--- config.mk ---
export PLATFORM = sky130hd
export DESIGN_NAME = iac_temp_pows
export DESIGN_NICKNAME = d
export VERILOG_FILES = /design/src/rtl/iac_pkg.sv /design/src/rtl/iac_temp_pows.sv
export SDC_FILE = /design/constraint.sdc
export NUM_CORES = 2
export LEC_CHECK = 0
export ABC_AREA = 1
export BUFFER_PORTS_ARGS = -buffer_cell sky130_fd_sc_hd__buf_2
export CORE_AREA = 10 10 253 255
export CTS_BUF_LIST = sky130_fd_sc_hd__clkbuf_8
export CTS_CLUSTER_DIAMETER = 60
export CTS_CLUSTER_SIZE = 14
export DETAILED_ROUTE_END_ITERATION = 10
export DIE_AREA = 0 0 263 265
export PLACE_DENSITY = 0.88
export REMOVE_ABC_BUFFERS = 1
export SLEW_MARGIN = 10
export SYNTH_ARGS = -nofsm -noshare
export SYNTH_HDL_FRONTEND = slang
export SYNTH_SLANG_ARGS = --single-unit
--- constraint.sdc ---
create_clock -name i_clk -period 8.7 [get_ports i_clk]
set_input_delay 0 -clock i_clk [delete_from_list [all_inputs] [get_ports i_clk]]
set_output_delay 0 -clock i_clk [all_outputs]
set_load 0.05 [all_outputs]
--- src/rtl/iac_pkg.sv ---
// iac_pkg: shared types and constants for the imu axis calibration block
// holds payload structs, register indexes and fixed-point formats
// no dependencies
`timescale 1ns / 1ps
`default_nettype none
package iac_pkg;

    // field widths
    localparam int SAMPLE_W   = 16;
    localparam int COEFF_W    = 16;
    localparam int TEMP_W     = 16;
    localparam int CFG_W      = 48;
    localparam int PACK_W     = 3 * COEFF_W;
    localparam int NUM_AXES   = 3;

    // fixed-point formats
    localparam int SCALE_FRAC = COEFF_W - 2;
    localparam int TEMP_FRAC  = 8;
    localparam int TOTAL_FRAC = 32;
    localparam int P1_SH      = 2 * TEMP_FRAC;
    localparam int P2_SH      = TEMP_FRAC;

    // temperature delta and its powers
    localparam int DT_W       = TEMP_W + 1;
    localparam int DT2_W      = 2 * DT_W - 1;
    localparam int DT3_W      = 3 * DT_W - 2;
    localparam int DT3_LO     = 24;

    // saturation bounds
    localparam logic signed [SAMPLE_W-1:0] SAT_MAX = {1'b0, {(SAMPLE_W-1){1'b1}}};
    localparam logic signed [SAMPLE_W-1:0] SAT_MIN = {1'b1, {(SAMPLE_W-1){1'b0}}};

    // reset values
    localparam logic [PACK_W-1:0]        SCALE_ONE    = PACK_W'(1) << SCALE_FRAC;
    localparam logic signed [TEMP_W-1:0] REF_TEMP_RST = 16'sd6400;

    // configuration register indexes
    typedef enum logic [2:0] {
        REG_SCALE_ROW_X = 3'd0,
        REG_SCALE_ROW_Y = 3'd1,
        REG_SCALE_ROW_Z = 3'd2,
        REG_OFFSET      = 3'd3,
        REG_POLY_LIN    = 3'd4,
        REG_POLY_SQ     = 3'd5,
        REG_POLY_CUBE   = 3'd6,
        REG_REF_TEMP    = 3'd7
    } t_reg_idx;

    // input transaction
    typedef struct packed {
        logic signed [TEMP_W-1:0]   temperature;
        logic signed [SAMPLE_W-1:0] sample_z;
        logic signed [SAMPLE_W-1:0] sample_y;
        logic signed [SAMPLE_W-1:0] sample_x;
    } t_cal_in;

    // output transaction
    typedef struct packed {
        logic                       saturated;
        logic signed [SAMPLE_W-1:0] corrected_z;
        logic signed [SAMPLE_W-1:0] corrected_y;
        logic signed [SAMPLE_W-1:0] corrected_x;
    } t_cal_out;

    // temperature delta powers shared by all lanes
    typedef struct packed {
        logic signed [DT_W-1:0]  dt;
        logic signed [DT2_W-1:0] dt2;
        logic signed [DT3_W-1:0] dt3;
    } t_temp_pows;

    // coefficients of one axis
    typedef struct packed {
        logic [PACK_W-1:0]         row;
        logic signed [COEFF_W-1:0] off;
        logic signed [COEFF_W-1:0] p1;
        logic signed [COEFF_W-1:0] p2;
        logic signed [COEFF_W-1:0] p3;
    } t_lane_coef;

    // result of one axis lane
    typedef struct packed {
        logic signed [SAMPLE_W-1:0] value;
        logic                       clip;
    } t_lane_out;

endpackage
`default_nettype wire

--- src/rtl/iac_temp_pows.sv ---
// iac_temp_pows: three-stage pipeline for dT, dT^2 and dT^3
// depends on iac_pkg
`timescale 1ns / 1ps
`default_nettype none
module iac_temp_pows (
    input  wire logic                              i_clk,
    input  wire logic signed [iac_pkg::TEMP_W-1:0] i_temp,
    input  wire logic signed [iac_pkg::TEMP_W-1:0] i_ref_temp,
    output iac_pkg::t_temp_pows                    o_pows
);
    import iac_pkg::*;

    logic signed [DT_W-1:0]        r_dt;
    logic signed [DT_W-1:0]        r_dt_d2;
    logic signed [DT_W-1:0]        r_dt_d3;
    logic signed [DT2_W-1:0]       r_dt2;
    logic signed [DT2_W-1:0]       r_dt2_d3;
    logic signed [DT3_W-1:0]       r_dt3;
    logic signed [2*DT_W-1:0]      w_sq;
    logic signed [DT2_W+DT_W-1:0]  w_cube;

    // square and cube, one multiplier per stage
    assign w_sq   = r_dt * r_dt;
    assign w_cube = r_dt2 * r_dt_d2;

    // delta, square, cube pipeline
    always_ff @(posedge i_clk) begin
        r_dt     <= DT_W'(i_temp) - DT_W'(i_ref_temp);
        r_dt_d2  <= r_dt;
        r_dt2    <= w_sq[DT2_W-1:0];
        r_dt_d3  <= r_dt_d2;
        r_dt2_d3 <= r_dt2;
        r_dt3    <= w_cube[DT3_W-1:0];
    end

    assign o_pows.dt  = r_dt_d3;
    assign o_pows.dt2 = r_dt2_d3;
    assign o_pows.dt3 = r_dt3;

endmodule
`default_nettype wire

==> metrics.yaml <==
overflow: 0
dr.pass1.iters: 6
grt_max_degree: 37
crit_type: "flip-flop to flip-flop"
synth_ff_type: "dfxtp_1"
antenna_found_initial: 0
area_delta_synth_final_pct: 5.80
postCtsSetupBuffers: 0
yosysMostFrequentCell: "inv_1"
n_antenna_cell: 0
std_cell_rows: 89
dp_cells: 5190
wl_per_cell_um: 17.2
skew_ns: 0.0429
dieWidth_um: 263
cts_inserted_buffers: 17
layout_min_cycle_time_ns: 6.49
hp-class: "input port to flip-flop"
hold_viol_final: 0
avgViaCountPerCell: 5.26
cts_tree: "yes"
drt_iter0_drc: 2278
slew_headroom_pct: 19.3
end_kind: "flip-flop"
synthCells: 4420
grt_use_total_pct: 27.1
yosysUniqueCellTypes: 41
critPathRequiredTime_ns: 9.14
fin_cells: 5266
dp_hpwl_mm: 72.0
synth_common_cells: "inv_1 (1,390), nand2_1 (1,149), fa_1 (788), ha_1 (214), nor2_1 (165)"
slew_violations: 0
async_flop_share_pct: 0
synth_top_area_cell: "fa_1"
htreeDepth: 4
dieArea_um2: 69700
fmax_ghz: 0.154
nNetsFinal: 5515
rsz0062_at_grt: "no"
syn_area_per_cell_um2: 7.91
grt_pass1_wl_mm: 153
wl_mm: 90.8
fill_cells: 4637
core_area_um2: 58800
drive_gt1_share_pct: 5.54
worst_pin_slew_ns: 1.21
cts_max_path_buffers: 2
cts-root-buf: "clkbuf_8"
ant_nets: 0
maxCapViolCount: 0
synth_edf_count: 0
setup_tns_ns: 0
io-pin-count: 132
place.gp.congestion: 1.00
cts_sinks: 161
post-route-drc-count: 0
yosys_warnings: 0
cp.arrival_ns: 6.93
synth-seq-cells: 161
netlist.area_leader.share_pct: 45.1
clkSlewWorstSetupHoldPaths_ns: 0.15
vias: 27717
crit_fanout: 18
final-setup-viol-count: 0
crit_path_start_kind: "flip-flop"
io_buffers: 130
die_h_um: 265
yosysSeqAreaShare_pct: 9.22
syn_area_um2: 35000
initial_core_util_pct: 59.5
clk_latency_ns: 0.60
synth_area_leaders: "fa_1 (45%), inv_1 (15%), nand2_1 (12%), dfxtp_1 (9.2%), ha_1 (7.7%)"
post-route-period-util_pct: 74.6
status: "completed"
grt_pass1_vias: 31080
worst paths after layout:
check                 start          to  slack (ns)  depth (start not counted)
max              r_dt_d2[6]   r_dt3[31]        2.21                         22
min          i_ref_temp[13]    r_dt[14]        0.04                          8
min reg2reg      r_dt_d2[1]  r_dt_d3[1]        0.36                          0
max reg2reg      r_dt_d2[6]   r_dt3[31]        2.21                         22
cells by family after synthesis:
| kind of cell | after synthesis | synth area share [%] |
|---|---|---|
| flops | 161 | 9.22 |
| simple gates | 1470 | 16.8 |
| compound gates | 145 | 2.32 |
| buf+inv | 1556 | 16.8 |
| other cells | 2 | 0.0215 |
| xor+xnor | 84 | 2.13 |
| fa+ha+maj | 1002 | 52.8 |
worst max-delay path, cell delays in order, from the launching register on:
cell	delay (ns)
dfxtp_1	0.97
buf_4	0.41
nand2_1	0.09
inv_1	0.12
fa_1	0.41
inv_1	0.08
fa_1	0.43
fa_1	0.52
inv_1	0.06
fa_1	0.48
fa_1	0.50
inv_1	0.05
fa_1	0.47
inv_1	0.04
ha_1	0.41
nand2_1	0.21
nor2_1	0.29
nand2_1	0.11
inv_1	0.08
nand2_1	0.06
clkinv_1	0.07
a21oi_1	0.13
xnor2_1	0.35
metal layers:
metal | vias to the layer above | routed length (um) | track usage, %
met1 | 13459 | 32400 | 30.9
met5 | - | 0 | 0
met4 | 0 | 5470 | 15.1
met2 | 1439 | 44800 | 47.0
met3 | 448 | 8140 | 5.76
li1 | 12371 | - | -
layout by cell type (no fill, tap or decap), types with 14 or more instances in the layout:
master | netlist | layout
a21oi_1 | 85 | 85
buf_2 | 5 | 130
buf_4 | 3 | 18
clkbuf_8 | 0 | 17
dfxtp_1 | 161 | 158
dlygate4sd3_1 | 0 | 44
fa_1 | 788 | 788
ha_1 | 214 | 214
inv_1 | 1390 | 1390
nand2_1 | 1149 | 1149
nand2_2 | 14 | 14
nand3_1 | 75 | 75
nand4_1 | 18 | 18
nor2_1 | 165 | 165
o21ai_0 | 31 | 31
xnor2_1 | 29 | 29
xor2_1 | 54 | 54
sequential cells by signal, summed over array words and instances (netlist names):
| name | cells |
|---|---|
| r_dt2 | 32 |
| r_dt | 17 |
| r_dt3 | 48 |
| r_dt_d3 | 16 |
| r_dt_d2 | 16 |
| r_dt2_d3 | 32 |
per-stage QoR:
step	util, %	hold slack (ns)	cell area, um^2	setup WS [ns]
after global placement	61.5	0.266	36100	2.41
final	62.9	0.0418	37000	2.21
after global routing	62.9	0.0996	37000	1.93
after detailed placement	61.5	0.275	36100	2.36
after CTS	62.9	0.0115	37000	2.34
after floorplan	-	0.170	34400	3.14
what timing repair did:
| item | 4_1_cts | 5_1_grt |
|---|---|---|
| endpoints found under the hold margin | 17 | 0 |
| gates resized for setup | 0 | 0 |
| hold buffers | 44 | 0 |
cell type report:
type	instances	area, um^2	share of cell area [%]
multi-input cells	2709	25900	70.0
inverters	1399	5250	14.2
flip-flops and latches	161	3230	8.72
repair buffers	192	1230	3.31
well taps	773	967	2.61
clock buffers	17	234	0.633
clock inverters	15	180	0.487
Power is not shown: default switching activity piles up to over one toggle a cycle in this logic, so the estimate is an artifact.
